## config.mk

```make
export PLATFORM = sky130hd
export DESIGN_NAME = fxalu_front
export DESIGN_NICKNAME = d
export VERILOG_FILES = /design/src/fixed_point_q24_8_alu_unit_defines.svh /design/src/fxalu_pkg.sv /design/src/fxalu_front.sv
export SDC_FILE = /design/constraint.sdc
export NUM_CORES = 1
export LEC_CHECK = 0
export ABC_AREA = 1
export CAP_MARGIN = 15
export CORE_MARGIN = 8
export CORE_UTILIZATION = 43
export DETAILED_ROUTE_END_ITERATION = 10
export DONT_BUFFER_PORTS = 1
export GPL_ROUTABILITY_DRIVEN = 0
export GPL_TIMING_DRIVEN = 0
export PLACE_DENSITY = 0.59
export SLEW_MARGIN = 20
export SYNTH_ARGS = -nofsm -noshare
export SYNTH_HDL_FRONTEND = slang
export SYNTH_SLANG_ARGS = --single-unit
```

## constraint.sdc

```tcl
create_clock -name vclk -period 1.1
set_input_delay 0.11 -clock vclk [all_inputs]
set_output_delay 0.11 -clock vclk [all_outputs]
set_load 0.02 [all_outputs]
```

## src/fixed_point_q24_8_alu_unit_defines.svh

```systemverilog
// Assertion helpers shared by the RTL files of the fixed-point ALU.
`ifndef FIXED_POINT_Q24_8_ALU_UNIT_DEFINES_SVH
`define FIXED_POINT_Q24_8_ALU_UNIT_DEFINES_SVH

`ifndef NO_ASSERTIONS

// Property checked at every rising clock edge outside reset.
`define FXA_ASSERT(lbl, prop, msg) \
   lbl: assert property (@(posedge clock) disable iff (reset) (prop)) else $error(msg);

// Consequent checked in the cycle after the antecedent.
`define FXA_ASSERT_NEXT(lbl, ante, cons, msg) \
   lbl: assert property (@(posedge clock) disable iff (reset) (ante) |=> (cons)) else $error(msg);

`else

`define FXA_ASSERT(lbl, prop, msg)
`define FXA_ASSERT_NEXT(lbl, ante, cons, msg)

`endif

`endif

```

## src/fxalu_pkg.sv

```systemverilog
package fxalu_pkg;

   typedef enum logic [3:0] {
      FUNC_ADD      = 4'd0,
      FUNC_SUB      = 4'd1,
      FUNC_MUL      = 4'd2,
      FUNC_DIV      = 4'd3,
      FUNC_LT       = 4'd4,
      FUNC_LE       = 4'd5,
      FUNC_GT       = 4'd6,
      FUNC_GE       = 4'd7,
      FUNC_EQ       = 4'd8,
      FUNC_NE       = 4'd9,
      FUNC_INC      = 4'd10,
      FUNC_DEC      = 4'd11,
      FUNC_MIN      = 4'd12,
      FUNC_MAX      = 4'd13,
      FUNC_TO_INT   = 4'd14,
      FUNC_FROM_INT = 4'd15
   } func_type;

   localparam logic [31:0] SMAX32 = 32'h7FFF_FFFF;
   localparam logic [31:0] SMIN32 = 32'h8000_0000;

   localparam int QUEUE_DEPTH = 4;

   // One classified request as it waits between the front and the back.
   typedef struct packed {
      func_type    func;
      logic [31:0] a;
      logic [31:0] b;
      logic [31:0] mag_a;
      logic [31:0] mag_b;
      logic        neg;
      logic        dbz;
   } item_type;

   // One finished result.
   typedef struct packed {
      logic [31:0] res;
      logic        cmp;
      logic        ovf;
      logic        dbz;
   } rsp_type;

endpackage

```

## src/fxalu_front.sv

```systemverilog
module fxalu_front (
   input  logic [3:0]         func,
   input  logic [31:0]        a_raw,
   input  logic [31:0]        b_raw,
   output fxalu_pkg::item_type item
);

   // Magnitudes are unsigned, so the most negative value maps to 2^31 exactly.
   always_comb begin
      item.func  = fxalu_pkg::func_type'(func);
      item.a     = a_raw;
      item.b     = b_raw;
      item.mag_a = a_raw[31] ? 32'(32'd0 - a_raw) : a_raw;
      item.mag_b = b_raw[31] ? 32'(32'd0 - b_raw) : b_raw;
      item.neg   = a_raw[31] ^ b_raw[31];
      item.dbz   = (fxalu_pkg::func_type'(func) == fxalu_pkg::FUNC_DIV) && (b_raw == 32'd0);
   end

endmodule

```

Yosys cells after proc, flatten, opt, wreduce, memory -nomap -nowiden
Cells that the tools add are included.
{"block": "totals", "ff_bits": 0, "inputBits": 68, "output_inout_bits": 134, "wordCells": 8}
{"block": "op_classes", "add_sub_neg": 2, "eq_ne": 1, "muxes": 2, "bitwise": 1, "reduce_logical": 2}
{"cell": "$mux W32", "n": 2}
{"cell": "$sub A1 B32 Y32 const A", "n": 2}
{"cell": "$logic_not A32 Y1", "n": 1}
{"cell": "$eq A4 B2 Y1 const B", "n": 1}
{"cell": "$logic_and A1 B1 Y1", "n": 1}
{"cell": "$xor A1 B1 Y1", "n": 1}

Depth between registers and ports, before layout
Gate-level depths: netlist of run 1.
{"block": "depth", "word_depth": 2, "depth_mapped": 9, "ltp_nobuf": 9}

Least setup slack after synthesis of run 1
Ideal clock, no wire load.
{"block": "synth_timing", "path_type": "in2out", "startpoint": "input port a_raw[0]", "endpoint": "output port item[48] (netlist name)", "arrival_time_ps": 1055, "required_ps": 990, "path_slack_ps": -65, "cell_stages": 7, "n_path_buf": 0, "cell_sequence": "inv_1 ha_1 nand2_1 nor2_1 nand2_1 nand2_1 xnor2_1"}
{"item": "from (decl)", "line_no": "fxalu_front.sv:3", "rtl": "input logic [31:0] a_raw,"}
{"item": "to (decl)", "line_no": "fxalu_front.sv:5", "rtl": "output fxalu_pkg::item_type item"}

==> impl_metrics.env, run 1 <==
export IMPL_synth_area_top_cells="nand2_1 (28%), buf_4 (21%), nor2_1 (14%), nand3_1 (6.5%), inv_1 (6.0%)"
export IMPL_synth_fp_nets=587
export IMPL_grt_max_degree=11
export IMPL_layout_nets=594
export IMPL_cp_slowest_cell="and3b_2"
export IMPL_rsz0062_at_grt="true"
export IMPL_cp_num_buf_inv=2
export IMPL_max_freq_mhz=881.0
export IMPL_worst_slew_pin_slew_ps=663.9
export IMPL_ios=202
export IMPL_path_depth=5
export IMPL_pre_cts_ws_ps=-180.1
export IMPL_min_path_type="in -> out"
export IMPL_synth_adder_area_share=0.009775
export IMPL_firstDrtPassIters=4
export IMPL_p_per_area_nw_per_um2=433.9
export IMPL_drt_total_wl_um=9703
export IMPL_synth_common_cells="nand2_1 (190), nor2_1 (94), buf_4 (70)"
export IMPL_grt_pass1_wl_um=14480
export IMPL_synth_cell_types=20
export IMPL_die_area_um2=8679
export IMPL_wire_per_inst_um=16.25
export IMPL_slowest_delay_ps=290
export IMPL_antenna_found_initial=0
export IMPL_yosysTopAreaCellShare=0.2786
export IMPL_area_delta_synth_final_pct=34.56
export IMPL_grt_pass1_vias=3057
export IMPL_drive_above_1_share=0.4789
export IMPL_violations="setup timing"
export IMPL_synthMuxAreaShare=0
export IMPL_dpl_hpwl_um=7926
export IMPL_seq_area_um2=0
export IMPL_cts_hold_buf=0
export IMPL_worstPathArrival_ps=1030
export IMPL_row_count=28
export IMPL_avgSynthCellArea_um2=4.952
export IMPL_fin_crit_ps=1135
export IMPL_seq_cell_count=0
export IMPL_hold_viol=0
export IMPL_die_w_um=93.16
export IMPL_initial_core_util=0.4376
export IMPL_peakVddDrop_mv=0.2560
export IMPL_worst_path_max_fanout=9
export IMPL_drc=0
export IMPL_numPlacedInstances=592
export IMPL_grt_ovfl_total=0
export IMPL_grt_use_total=0.1963
export IMPL_netlist_area_um2=2560
export IMPL_finalInstanceArea_um2=3445
export IMPL_dpl_cell_area_um2=2731
export IMPL_status="finished with violations"
export IMPL_cp_cell_sequence="buf_2, inv_2, nand4_1, nor3_1, and3b_2"
export IMPL_yosys_area_share_simple=0.5875
export IMPL_slew_headroom=0.5527
export IMPL_cp_end_kind="primary output"
export IMPL_synth_top_family_by_area="simple AND/OR/NAND/NOR gates"
export IMPL_maxCapViolations=0
export IMPL_nClkBuffers=0
export IMPL_worstPathRequired_ps=990
export IMPL_fin_util=0.5888
export IMPL_stdcell_count=597
export IMPL_syn_inst=517
export IMPL_synth_compound_area_frac=0.02346
export IMPL_cp_endpoint="item[0]"
export IMPL_core_area_um2=5851
export IMPL_setup_viol_count_final=2
export IMPL_synth_top_area_cell="nand2_1"
export IMPL_antenna_cells=0
export IMPL_fin_ws_ps=-35.03
export IMPL_crit_family="simple AND/OR/NAND/NOR gates"
export IMPL_port_buffers=0
export IMPL_critPathKind="in -> out"
export IMPL_p_total_mw=1.494
export IMPL_holdWs_ps=300.4
export IMPL_antenna_left=0
export IMPL_drtIter0Drc=50
export IMPL_die_height_um=93.16
export IMPL_avgViaCountPerCell=5.134
export IMPL_drv_slew=0
export IMPL_ys_seq_area_frac=0
export IMPL_synth_most_common_cell="nand2_1"
export IMPL_timing_final_crit_share=1.032
export IMPL_vias=3065
export IMPL_synthXorXnorAreaFrac=0.09922
export IMPL_start_kind="input port"
export IMPL_p_leak_nw=1.645
export IMPL_crit_start="b_raw[31]"
export IMPL_yosysWarnings=0
export IMPL_setup_tns_final_ps=-37.63
[worst min path at each step]
stage | from | to | slack, ps | cells after the start
6_report | b_raw[7] | item[9] | 300 | 1
5_1_grt | b_raw[7] | item[9] | 300 | 1
4_1_cts | a_raw[9] | item[43] | 320 | 1
3_5_place_dp | a_raw[8] | item[42] | 320 | 1
3_3_place_gp | a_raw[8] | item[42] | 320 | 1
2_1_floorplan | b_raw[8] | item[10] | 310 | 1
[layout make-up]
| type | count | area, um^2 |
|---|---|---|
| Buffer | 77 | 563.0 |
| Tap cell | 75 | 93.84 |
| Fill cell | 620 | 2406 |
| Timing Repair Buffer | 5 | 50.05 |
| Inverter | 42 | 230.2 |
| Multi-Input combinational cell | 398 | 2507 |
[layer usage]
metal  wire [um]  track usage
met2        5513       0.4118
met4         142      0.03087
met1        3192       0.1883
met3         855      0.04327
met5           0            0
[cells by family after synthesis]
| family | Yosys count |
|---|---|
| AND/OR/NAND/NOR | 355 |
| buffers and inverters | 119 |
| XOR/XNOR | 29 |
| AO/OA/AOI/OAI | 12 |
| adder cells (fa/ha/maj) | 2 |
[cell usage in the layout, fill, tap and decap left out, types with 2 or more instances in the layout]
cell type	Yosys	final
o21ai_1	0	6
inv_1	41	37
nor2_1	94	53
a21oi_1	3	2
nand4_1	3	3
nand3_2	0	9
clkinv_16	0	2
nor2_2	8	37
o21ai_0	9	3
nor2_4	6	18
xor2_1	12	3
nand3b_1	6	6
buf_2	6	5
xor2_2	0	8
nor3_4	0	2
nand2_1	190	130
ha_4	0	2
nand2_2	10	56
xnor2_2	0	14
buf_4	70	74
nand3_1	33	24
nand2_4	0	14
xnor2_1	17	3
nor3_1	4	2
[power by group]
part	total (mW)	leakage, nW	switching [mW]	internal, mW
sequential	0	0	0	0
clock	0	0	0	0
combinational	1.49	1.65	0.975	0.519
[what timing repair did]
item / in CTS / in global routing
resized for setup: 81 / 110
endpoints found under the hold margin: 0 / 0
setup endpoints to repair: 48 / 49
buffers inserted: 0 / 5
cloned: 0 / 0
pin swaps: 26 / 45
Note: power is estimated with default switching activity, not from simulation.
==> run 2, diff against run 1 <==
Settings changed: CORE_MARGIN 8 to 4, REMOVE_ABC_BUFFERS set to 1.
==> impl_metrics.env, run 2 (synthesized netlist as in run 1, its figures left out) <==
export IMPL_status="finished with violations"
export IMPL_violations="setup timing"
export IMPL_intPower_mw=0.3846
export IMPL_timing_final_crit_share=1.012
export IMPL_dpl_hpwl_um=6112
export IMPL_min_path_cells=0
export IMPL_layout_nets=519
export IMPL_swShare=0.6507
export IMPL_layout_commonest_cell="nand2_1"
export IMPL_worstPathRequired_ps=990
export IMPL_met2_usage=0.3686
export IMPL_grt_pass1_wl_um=12160
export IMPL_critPathKind="in -> out"
export IMPL_cp_cell_sequence="clkinv_16, ha_4, nand2_4, nor2_4, a21oi_2, xor2_2"
export IMPL_min_from="func[3]"
export IMPL_rsz0062_at_grt="true"
export IMPL_met1_usage=0.2322
export IMPL_start_kind="input port"
export IMPL_wire_per_inst_um=15.95
export IMPL_firstDrtPassIters=4
export IMPL_busiest_layer="met2"
export IMPL_slowest_delay_ps=320
export IMPL_grt_ovfl_total=0
export IMPL_die_height_um=85.16
export IMPL_peakVddDrop_mv=0.2160
export IMPL_cp_num_buf_inv=1
export IMPL_setup_viol_count_final=5
export IMPL_worstPathArrival_ps=1000
export IMPL_drive_above_1_share=0.3803
export IMPL_die_area_um2=7252
export IMPL_drtIter0Drc=76
export IMPL_antenna_found_initial=0
export IMPL_fin_ws_ps=-12.69
export IMPL_maxCapViolations=0
export IMPL_antenna_cells=0
export IMPL_row_count=27
export IMPL_grt_util_met3=0.02913
export IMPL_port_buffers=0
export IMPL_grt_max_degree=36
export IMPL_pre_cts_ws_ps=-226.1
export IMPL_worst_path_max_fanout=5
export IMPL_worst_slew_pin_slew_ps=667.1
export IMPL_ios=202
export IMPL_crit_family="XOR/XNOR gates"
export IMPL_cts_hold_buf=0
export IMPL_hold_viol=0
export IMPL_holdWs_ps=220.0
export IMPL_drc=0
export IMPL_seqPwrFrac=0
export IMPL_drv_slew=0
export IMPL_slew_headroom=0.5506
export IMPL_core_area_um2=5642
export IMPL_p_leak_nw=1.295
export IMPL_cp_end_kind="primary output"
export IMPL_layout_common_cells="nand2_1 (126), nor2_1 (61), nand2_2 (58)"
export IMPL_seq_cell_count=0
export IMPL_die_w_um=85.16
export IMPL_max_freq_mhz=898.7
export IMPL_drt_total_wl_um=8278
export IMPL_cp_slowest_cell="xor2_2"
export IMPL_initial_core_util=0.4538
export IMPL_fillCellCount=557
export IMPL_hold_path_end="item[133]"
export IMPL_nClkBuffers=0
export IMPL_seq_area_um2=0
export IMPL_comb_power_share=1.000
export IMPL_p_per_area_nw_per_um2=371.9
export IMPL_area_delta_synth_final_pct=15.64
export IMPL_min_path_type="in -> out"
export IMPL_stdcell_count=519
export IMPL_grt_pass1_vias=2571
export IMPL_clock_power_share=0
export IMPL_numPlacedInstances=512
export IMPL_avgViaCountPerCell=5.435
export IMPL_p_sw_mw=0.7164
export IMPL_antenna_left=0
export IMPL_grt_use_total=0.1962
export IMPL_fin_util=0.5247
export IMPL_fin_crit_ps=1113
export IMPL_p_total_mw=1.101
export IMPL_vias=2821
==> run 2: cell count changes in the layout (fill, tap and decap cells not counted), moves of 5 or more <==
| cell | before | now |
|---|---|---|
| nor2_2 | 37 | 27 |
| buf_2 | 5 | 0 |
| buf_4 | 74 | 4 |
| nor2_1 | 53 | 61 |
| xnor2_2 | 14 | 8 |
==> run 2: layout make-up <==
class / instances / area (um^2) / share of cell area
Inverter: 42 / 230.2 / 0.07777
Multi-Input combinational cell: 398 / 2550 / 0.8614
Tap cell: 72 / 90.09 / 0.03043
Timing Repair Buffer: 7 / 90.09 / 0.03043
==> run 2: worst max-delay path by stage <==
stage | start | to | slack [ps] | depth (start not counted)
2_1_floorplan | a_raw[0] | item[48] | -60 | 7
3_3_place_gp | b_raw[6] | item[33] | -210 | 5
3_5_place_dp | b_raw[2] | item[33] | -230 | 5
4_1_cts | a_raw[2] | item[51] | -10 | 7
5_1_grt | a_raw[18] | item[58] | -80 | 6
6_report | b_raw[0] | item[12] | -10 | 6
==> run 2: metal layers <==
| layer | up-vias | wire length (um) |
|---|---|---|
| li1 | 1359 | - |
| met2 | 168 | 4382 |
| met4 | 0 | 136 |
| met1 | 1278 | 3034 |
| met3 | 16 | 725 |
| met5 | - | 0 |
==> run 2: power by group through the flow <==
stage                     Clock [mW]  Sequential, mW  Combinational [mW]
after floorplan                    0               0               0.736
after CTS                          0               0               0.943
after global placement             0               0               0.818
final                              0               0                1.10
after detailed placement           0               0               0.824
after global routing               0               0                1.18
==> run 2: metrics by stage <==
stage          area (um^2)  setup TNS (ps)
2_1_floorplan         2001          -443.9
3_3_place_gp          2091           -3643
3_5_place_dp          2091           -4066
4_1_cts               2470          -48.86
5_1_grt               2960           -1060
6_report              2960          -47.89
==> run 2: what timing repair did <==
| item | 4_1_cts | 5_1_grt |
|---|---|---|
| resized for setup | 84 | 116 |
| pin swaps | 24 | 54 |
| buffers inserted | 1 | 6 |
| endpoints found under the setup margin | 42 | 46 |
