## config.mk

```make
export PLATFORM = sky130hd
export DESIGN_NAME = fxalu_queue
export DESIGN_NICKNAME = d
export VERILOG_FILES = /design/src/fxalu_pkg.sv /design/src/fxalu_queue.sv
export VERILOG_INCLUDE_DIRS = /design/src /design/src/src
export SDC_FILE = /design/constraint.sdc
export NUM_CORES = 1
export LEC_CHECK = 0
export BUFFER_PORTS_ARGS = -buffer_cell sky130_fd_sc_hd__buf_4
export CAP_MARGIN = 40
export CORE_ASPECT_RATIO = 1.1
export CORE_MARGIN = 4
export CORE_UTILIZATION = 34
export CTS_BUF_LIST = sky130_fd_sc_hd__clkbuf_8
export CTS_CLUSTER_SIZE = 10
export DETAILED_ROUTE_END_ITERATION = 12
export PLACE_DENSITY = 0.57
export REMOVE_ABC_BUFFERS = 1
export SETUP_SLACK_MARGIN = 0.3
export SLEW_MARGIN = 25
export SYNTH_ARGS = -nofsm -noshare
export SYNTH_HDL_FRONTEND = slang
export SYNTH_SLANG_ARGS = --single-unit
```

## constraint.sdc

```tcl
create_clock -name clock -period 5.7 [get_ports clock]
set_clock_uncertainty 0.2 [all_clocks]
set_input_delay 0.855 -clock clock [delete_from_list [all_inputs] [get_ports clock]]
set_output_delay 0.855 -clock clock [all_outputs]
set_load 0.02 [all_outputs]
```

## src/fixed_point_q24_8_alu_unit_defines.svh

```systemverilog
// Assertion helpers shared by the RTL files of the fixed-point ALU.
`ifndef FIXED_POINT_Q24_8_ALU_UNIT_DEFINES_SVH
`define FIXED_POINT_Q24_8_ALU_UNIT_DEFINES_SVH

`ifndef NO_ASSERTIONS

// Property checked at every rising clock edge outside reset.
`define FXA_ASSERT(lbl, prop, msg) \
   lbl: assert property (@(posedge clock) disable iff (reset) (prop)) else $error(msg);

// Consequent checked in the cycle after the antecedent.
`define FXA_ASSERT_NEXT(lbl, ante, cons, msg) \
   lbl: assert property (@(posedge clock) disable iff (reset) (ante) |=> (cons)) else $error(msg);

`else

`define FXA_ASSERT(lbl, prop, msg)
`define FXA_ASSERT_NEXT(lbl, ante, cons, msg)

`endif

`endif

```

## src/fxalu_pkg.sv

```systemverilog
package fxalu_pkg;

   typedef enum logic [3:0] {
      FUNC_ADD      = 4'd0,
      FUNC_SUB      = 4'd1,
      FUNC_MUL      = 4'd2,
      FUNC_DIV      = 4'd3,
      FUNC_LT       = 4'd4,
      FUNC_LE       = 4'd5,
      FUNC_GT       = 4'd6,
      FUNC_GE       = 4'd7,
      FUNC_EQ       = 4'd8,
      FUNC_NE       = 4'd9,
      FUNC_INC      = 4'd10,
      FUNC_DEC      = 4'd11,
      FUNC_MIN      = 4'd12,
      FUNC_MAX      = 4'd13,
      FUNC_TO_INT   = 4'd14,
      FUNC_FROM_INT = 4'd15
   } func_type;

   localparam logic [31:0] SMAX32 = 32'h7FFF_FFFF;
   localparam logic [31:0] SMIN32 = 32'h8000_0000;

   localparam int QUEUE_DEPTH = 4;

   // One classified request as it waits between the front and the back.
   typedef struct packed {
      func_type    func;
      logic [31:0] a;
      logic [31:0] b;
      logic [31:0] mag_a;
      logic [31:0] mag_b;
      logic        neg;
      logic        dbz;
   } item_type;

   // One finished result.
   typedef struct packed {
      logic [31:0] res;
      logic        cmp;
      logic        ovf;
      logic        dbz;
   } rsp_type;

endpackage

```

## src/fxalu_queue.sv

```systemverilog
`include "fixed_point_q24_8_alu_unit_defines.svh"

module fxalu_queue (
   input  logic                clock,
   input  logic                reset,
   input  logic                push,
   input  fxalu_pkg::item_type push_item,
   input  logic                pop,
   output fxalu_pkg::item_type head,
   output logic                empty,
   output logic                full
);

   localparam int DEPTH = fxalu_pkg::QUEUE_DEPTH;
   localparam int PW    = $clog2(DEPTH);

   fxalu_pkg::item_type mem_ff [DEPTH];
   logic [PW-1:0] wr_ptr_ff, wr_ptr_in;
   logic [PW-1:0] rd_ptr_ff, rd_ptr_in;
   logic [PW:0]   cnt_ff, cnt_in;

   assign empty = (cnt_ff == '0);
   assign full  = (cnt_ff == (PW+1)'(DEPTH));
   assign head  = mem_ff[rd_ptr_ff];

   always_comb begin
      wr_ptr_in = push ? PW'(wr_ptr_ff + 1'b1) : wr_ptr_ff;
      rd_ptr_in = pop  ? PW'(rd_ptr_ff + 1'b1) : rd_ptr_ff;
      cnt_in    = cnt_ff;
      if (push && !pop) begin
         cnt_in = (PW+1)'(cnt_ff + 1'b1);
      end else if (pop && !push) begin
         cnt_in = (PW+1)'(cnt_ff - 1'b1);
      end
   end

   always_ff @(posedge clock) begin
      if (reset) begin
         wr_ptr_ff <= '0;
         rd_ptr_ff <= '0;
         cnt_ff    <= '0;
      end else begin
         wr_ptr_ff <= wr_ptr_in;
         rd_ptr_ff <= rd_ptr_in;
         cnt_ff    <= cnt_in;
      end
   end

   always_ff @(posedge clock) begin
      if (push) begin
         mem_ff[wr_ptr_ff] <= push_item;
      end
   end

   `FXA_ASSERT(a_no_pop_when_empty, !(pop && empty), "queue popped while empty")
   `FXA_ASSERT(a_count_matches_ptrs, PW'(wr_ptr_ff - rd_ptr_ff) == cnt_ff[PW-1:0], "queue count and pointers disagree")

endmodule

```

# Word-level counts from Yosys, hierarchy flattened
# Memory sizes are Yosys's and may differ from the RTL's. A register that Yosys moved wholly into a read port is not among the register bits.
# Index checks and enable logic that the tools add are counted.
# totals
elab_cells	21
regBits	7
n_memories	1
ram_bits	536
input_bits	138
mem_bits_ro	0
latchBits	0
output_inout_bits	136
# classes
addsub	4
magnitude_cmp	0
n_mul	0
bitwise	0
muxes	6
div	0
shifts	0
reduce_logical	6
eq_ne	1
# mem_list
name	depth	width	read_ports	rd_ports_with_merged_regs	write_ports	line_no	rtl
mem_ff	4	134	1	1	1	fxalu_queue.sv:17	fxalu_pkg::item_type mem_ff [DEPTH];
# ops
cell	n
$mux W3	2
$add A2 B1 Y2 const B	2
$mux W2	2
$add A3 B1 Y3 const B	1
$eq A3 B3 Y1 const B	1
$logic_not A3 Y1	1
$sub A3 B1 Y3 const B	1
$logic_and A1 B1 Y1	2
$logic_not A1 Y1	2
$mux W1	2
$reduce_bool A2 Y1	1

# Depth between registers and ports, before layout
# Gate-level depths: netlist of run 1.
# depth
word_depth	4
ltp_mapped	7
mapped_depth_nobuf	7

# Worst setup path after synthesis of run 1
# OpenSTA, ideal clock, no wires.
# synth_path
path_type	input to register
start	in push
end	mem mem_ff[0][0] (netlist name) (enable)
t_arrival_ns	3.922
n_path_buf	0
cell_stages	1
setup_ns	0.509
required_ns	4.991
slack_ns	1.070
cell_sequence	and2_1
# synth_between
elab_chain_len	2
# synth_lines
item	line_no	rtl
from (decl)	fxalu_queue.sv:6	input logic push,
$mux W1	fxalu_queue.sv:50	if (push) begin
$mux W1 (implied by the code)	fxalu_queue.sv:51	mem_ff[wr_ptr_ff] <= push_item;
to (decl)	fxalu_queue.sv:17	
# Every way passes these cells.

==> results of run 1 <==
[how the worst max path moves through the flow]
stage | cells past startpoint | to
after floorplan | 1 | head[0]
after global routing | 3 | head[120]
after global placement | 3 | head[78]
after CTS | 3 | head[120]
after detailed placement | 3 | head[120]
final | 3 | head[66]
[routing by layer]
layer  vias up  global-route usage [%]
met1      4772                    17.0
met3        52                    4.60
met4         4                    4.72
li1       3943                       -
met5         -                       0
met2       268                    21.8
[layout by cell type, fill, tap and decap left out, drive strengths merged, types with 2 or more instances in the layout]
cell	netlist	final
bufinv	0	6
xnor2	2	2
nor2	7	7
edfxtp	536	536
and2	4	4
ha	5	5
diode	0	5
clkbuf	8	97
buf	23	290
mux2i	2	2
clkinvlp	0	6
dfxtp	9	9
xor2	3	3
clkinv	0	22
inv	4	40
mux4	134	134
[cell type report]
type                       instances  share of cell area (%)
antenna                            5                  0.0507
clock buffer                      97                    5.41
clock inverter                    70                    1.97
inverter                           4                  0.0608
multi-input combinational        164                    13.2
sequential                       545                    66.0
tap                              752                    3.81
timing repair buffer             290                    9.55
[registers in the layout, indices dropped and copies added (netlist names), named ones only]
register / count
cnt_ff: 3
wr_ptr_ff: 2
mem_ff: 536
rd_ptr_ff: 2
[critical path, stage by stage (launching register included)]
cell and delay [ns]:
dfxtp_4 0.69, buf_12 0.44, mux4_2 0.62, buf_4 0.18
[power by group through the flow]
| stage | sequential [mW] | clock, mW | combinational (mW) |
|---|---|---|---|
| 2_1_floorplan | 4.80 | 0 | 0.577 |
| 3_3_place_gp | 4.75 | 0 | 1.07 |
| 3_5_place_dp | 4.75 | 0 | 1.11 |
| 4_1_cts | 4.67 | 3.52 | 1.11 |
| 5_1_grt | 4.68 | 3.73 | 1.15 |
| 6_report | 4.66 | 3.39 | 1.08 |
[through the flow]
stage	setup slack [ns]	instances	total power [mW]
finish	1.94	1927	9.13
detailed placement	2.51	1755	5.86
global placement	2.46	1750	5.83
floorplan	-1.67	713	5.38
global route	1.66	1923	9.56
CTS	1.77	1922	9.30
[logic make-up after synthesis]
family,count (synthesis)
muxes,136
AOI/OAI and AO/OA,2
buffers and inverters,35
xor gates and xnor gates,5
DFF,545
and+or+nand+nor,15
adders and majority gates,6
==> metrics.md, run 1 <==
| Metric | Value |
|---|---|
| Slew Limit Fails | `0` |
| Leakage Power | `8.35 nW` |
| Power share of the sequential group | `about 51%` |
| Share of the synthesized area in the top cell type | `roughly 80%` |
| Num ports | `274` |
| Vias in the first global route | `approximately 9900` |
| TNS Setup | `0 ns` |
| Psw | `2.18 mW` |
| Sequential-to-total area share from yosys stat | `between 80% and 90%` |
| Status | `completed` |
| Layout cells sized above 1 | `46.8%` |
| Total CTS buffers | `91` |
| Filler Cells Inserted | `4951` |
| HPWL after DPL | `about 25000 um` |
| Internal | `6.96 mW` |
| Tmin final | `3.76 ns` |
| Worst-path fanout max | `63` |
| First-pass GRT wire length | `62400 um` |
| Slew headroom | `60.3%` |
| FF-to-FF Start | `wr_ptr_ff[0]` |
| Post-synthesis simple-gate area fraction | `0.374%` |
| Compound-gate portion of the synthesized area | `0.0507%` |
| Area of the die | `slightly above 60000 um2` |
| # port buffers | `273` |
| P&R area growth vs syn | `25.1%` |
| Worst setup EP type | `primary output` |
| Clock power frac | `37.2%` |
| Rows | `92` |
| Post-Synth XOR/XNOR Area | `0.222%` |
| Hold path start | `push_item[58]` |
| Routed met2 length | `20800 um` |
| Area of the multi-input gates | `3260 um2` |
| Smallest hold slack | `0.189 ns` |
| Critical Path AT | `2.71 ns` |
| Worst Tran Pin Value | `between 0.5 and 0.6 ns` |
| Synthesized flop and latch total | `545` |
| DR WL/cell | `roughly 22 um` |
| Worst setup path class | `flip-flop to primary output` |
| Final instance area | `about 25000 um2` |
| Postcts setup bufs | `0` |
| Top_reg_cell synth | `edfxtp_1` |
| Unrepaired setup endpoints after global routing | `false` |
| Hold Path Sink | `mem_ff[1][58]` |
| Syn. warnings | `0` |
| Leading area contributor after synthesis | `edfxtp_1` |
| Synth area leaders | `edfxtp_1 82%, mux4_2 15%, dfxtp_1 0.91%, buf_6 0.46%, buf_2 0.38%` |
| Initial drt markers | `518` |
| DR pass1 iterations | `4` |
| Top layer in use | `met5` |
| Post-route ant nets | `0` |
| Adder-cell share of the synthesized area | `0.418%` |
| Fin. Hold Viols | `0` |
| Worst r2r dst | `mem_ff[2][120]` |
| Mapped Area | `19700 um2` |
| Die Width | `between 200 and 250 um` |
| Die H | `261 um` |
| Hold_buf cts | `0` |
| TritonCTS clock tree | `done` |
| DR vias/cell | `4.69` |
| Final period util | `66.0%` |
| Gate Count Post-Synth | `around 740` |
| Clock sink count | `545` |
| Via count | `9039` |
| Worst hold stages | `1` |
| Global Route Usage Sum | `13.4%` |
| Pin count of the biggest net entering global routing | `64` |
| Htree depth | `3` |
| PwrDens | `370 nW/um2` |
| Ys async rst share | `0%` |
| Post_cts resized | `0` |
| Most frequent cell after synthesis | `edfxtp_1` |
| FMAX | `between 200 and 300 MHz` |
| Post-synth EDFFs | `536` |
| Startpoint Class | `flip-flop` |
| Reg area | `16300 um2` |
| Worst vdd ir | `217 uV` |
| Routed Wire Length | `roughly 42000 um` |
| Worst-path clk slew | `roughly 0.060 ns` |
| Hold crit path type | `input port to flip-flop` |
| Wire length on met3 | `approximately 3200 um` |
| Nets | `approximately 1200` |
| Root buf cell | `clkbuf_8` |
| Utilization after layout | `43.0%` |
| R2r setup slk | `3.40 ns` |
| Post-DP Area | `around 23000 um2` |
| Worst-Skew Late Latency | `0.65 ns` |
| DRC violations left | `0` |
| Req. time, crit path | `4.64 ns` |
| Initial antenna violation count | `7` |
| Metal1 wirelength | `16800 um` |
| Initial Util | `34.4%` |
| Remaining Overflow, GRT | `0` |
| Top cells by count, synth | `536 x edfxtp_1, 134 x mux4_2, 15 x buf_2, 9 x dfxtp_1` |
| Core area | `about 57000 um2` |
| Final setup fails | `0` |
| Syn avg cell area | `26.5 um2` |
| Switch share | `23.8%` |
| Combinational power share | `11.8%` |
| Gp weighted congestion | `0.691` |
| CTS max path bufs | `3` |
| Count of different cell masters after synthesis | `20` |
| Combinational family with the most area after synthesis | `multiplexers` |
| Max-cap viol count | `0` |
| Reg2Reg Depth | `5` |
| Multiplexer share of the synthesized area | `15.4%` |
(Power assumes the default switching activity.)
==> run 2: changes to the inputs <==
--- a/config.mk
+++ b/config.mk
@@ -14,7 +14,7 @@
 export CTS_BUF_LIST = sky130_fd_sc_hd__clkbuf_8
 export CTS_CLUSTER_SIZE = 10
 export DETAILED_ROUTE_END_ITERATION = 12
-export PLACE_DENSITY = 0.57
+export PLACE_DENSITY = 0.59
 export REMOVE_ABC_BUFFERS = 1
 export SETUP_SLACK_MARGIN = 0.3
 export SLEW_MARGIN = 25
==> constraint.sdc (replaced) <==
create_clock -name clock -period 3.1 [get_ports clock]
set_clock_uncertainty 0.2 [all_clocks]
set_input_delay 0.465 -clock clock [delete_from_list [all_inputs] [get_ports clock]]
set_output_delay 0.465 -clock clock [all_outputs]
set_load 0.02 [all_outputs]
==> run 2 against run 1 <==
  * Core utilization increased by 3.7 points
  * Sequential share of layout area decreased by 5.2 points
  * Critical path depth increased by 2
  * Critical endpoint is now head[38]
  * Cell count increased by 7.7%
  * Sequential power increased by 83%
  * Count of clock-buffer cells in the layout decreased by 7
==> metrics.md, run 2 (same netlist as run 1, synthesis figures left out) <==
| Metric | Value |
|---|---|
| Worst-Skew Late Latency | `0.64 ns (about the same)` |
| Commonest non-fill, non-tap cells in the layout | `536 x edfxtp_1, 198 x buf_4, 137 x dlygate4sd3_1` |
| Die H | `261 um (unchanged)` |
| Most common cell after layout, fill and taps aside | `edfxtp_1` |
| Worst-path clk slew | `0.06 ns (about the same)` |
| Vias in the first global route | `11000 (+11%)` |
| First-pass GRT wire length | `67200 um (+7.7%)` |
| Layout cells sized above 1 | `42.9% (-3.9 points)` |
| DRC violations left | `0 (unchanged)` |
| Leakage Power | `9.24 nW (+11%)` |
| Slew Limit Fails | `0 (unchanged)` |
| Initial Util | `34.4% (unchanged)` |
| Core area | `57400 um2 (unchanged)` |
| Max-cap viol count | `0 (unchanged)` |
| Reg2Reg Depth | `4 (-1)` |
| Final setup fails | `0 (unchanged)` |
| Remaining Overflow, GRT | `0 (unchanged)` |
| PwrDens | `624 nW/um2 (+69%)` |
| Req. time, crit path | `2.43 ns (-2.21 ns)` |
| Critical Path AT | `2.16 ns (-0.55 ns)` |
| DR WL/cell | `21.8 um (+0.90%)` |
| Routed Wire Length | `45300 um (+8.7%)` |
| Total CTS buffers | `90 (-1.1%)` |
| Final period util | `approximately nine tenths` |
| Slew headroom | `59.1% (-1.2 points)` |
| CTS max path bufs | `3 (unchanged)` |
| TritonCTS clock tree | `done` |
| Initial antenna violation count | `4 (-3)` |
| Fin. Hold Viols | `0 (unchanged)` |
| Overall power | `16.7 mW (+83%)` |
| Worst-path fanout max | `6 (-90%)` |
| Worst setup EP type | `primary output` |
| HPWL after DPL | `24700 um (-0.66%)` |
| Worst vdd ir | `362 uV (+67%)` |
| Via count | `9808 (+8.5%)` |
| Worst setup path class | `flip-flop to primary output` |
| Num ports | `274 (unchanged)` |
| DR vias/cell | `4.72 (+0.72%)` |
| Area of the multi-input gates | `3260 um2 (unchanged)` |
| Pin count of the biggest net entering global routing | `85 (+33%)` |
| # port buffers | `273 (unchanged)` |
| Area of the die | `62000 um2 (unchanged)` |
| Worst hold stages | `2 (+1)` |
| Utilization after layout | `46.7% (+3.7 points)` |
| P&R area growth vs syn | `35.9%` |
| Hold crit path type | `flip-flop to flip-flop` |
| Global Route Usage Sum | `14.5% (+1.1 points)` |
| FMAX | `354 MHz` |
| Filler Cells Inserted | `4701 (-5.0%)` |
| Rows | `92 (unchanged)` |
| Root buf cell | `clkbuf_8` |
| Gp weighted congestion | `0.699 (+1.3%)` |
| Unrepaired setup endpoints after global routing | `true` |
| Post-route ant nets | `0 (unchanged)` |
| Reg area | `16300 um2 (unchanged)` |
| Largest register FFs | `536 (unchanged)` |
| Worst Tran Pin Value | `0.613 ns (+0.0180 ns)` |
| Htree depth | `3 (unchanged)` |
| DR pass1 iterations | `4 (unchanged)` |
| Initial drt markers | `411 (-21%)` |
| Status | `completed` |
| Tmin final | `around 2.8 ns` |
| Startpoint Class | `flip-flop` |
| Die Width | `238 um (unchanged)` |
| Clock sink count | `545 (unchanged)` |
| Nets | `1407 (+13%)` |
| Biggest regs | `mem_ff (536), cnt_ff (3)` |
| Top reg by flops | `mem_ff` |
==> run 2: through the flow <==
stage          area, um2  setup TNS (ns)  hold WS, ns  cells  worst slack, ns
2_1_floorplan      19500        -1169.80        0.260    713            -3.88
3_3_place_gp       22900               0        0.280   1760            0.776
3_5_place_dp       22900               0        0.293   1760            0.719
4_1_cts            26600               0        0.263   2069            0.124
5_1_grt            26800               0        0.292   2075            0.133
6_report           26800               0        0.306   2076            0.275
==> run 2: path summary, 6_finish.rpt <==
check | start | to | slack [ns]
max | flip-flop | head[38] | 0.28
min | cnt_ff[2] | cnt_ff[2] | 0.31
max reg2reg | wr_ptr_ff[0] | mem_ff[0][13] | 1.00
min reg2reg | cnt_ff[2] | cnt_ff[2] | 0.31
==> run 2: cell type report <==
class                   count  share of cell area [%]
flip-flops and latches    545                    60.7
repair buffers            458                    17.7
multi-input cells         164                    12.1
clock buffers              90                    4.62
well taps                 752                    3.51
clock inverters            62                    1.30
inverters                   4                  0.0560
diodes                      1                 0.00933
==> run 2: timing repair <==
item | in CTS | in global routing
setup endpoints to repair | 132 | 132
gates cloned | 12 | 3
pin swaps | 0 | 0
resized for setup | 81 | 24
hold buffers | 137 | 0
hold endpoints to repair | 545 | 0
setup buffers | 8 | 3
==> run 2: routing by layer <==
layer,global-route usage (%),vias up,wire [um]
met2,24.2,298,23000
met5,0,-,38
met3,4.03,75,3030
met1,18.3,5151,18200
li1,-,4278,-
met4,5.16,6,1010
==> run 2: critical path, cell delays in order (launching register included) <==
cell       delay, ns
dfxtp_4         0.38
buf_12          0.14
buf_12          0.15
clkbuf_16       0.17
mux4_2          0.51
buf_6           0.15
==> run 2: report_power, final <==
| part | leakage (nW) | internal [mW] | switching (mW) | total [mW] |
|---|---|---|---|---|
| logic | 3.30 | 1.30 | 1.25 | 2.55 |
| clock network | 0.943 | 2.95 | 2.69 | 5.64 |
| registers | 5.00 | 8.47 | 0.0795 | 8.55 |
| total | 9.24 | 12.7 | 4.02 | 16.7 |
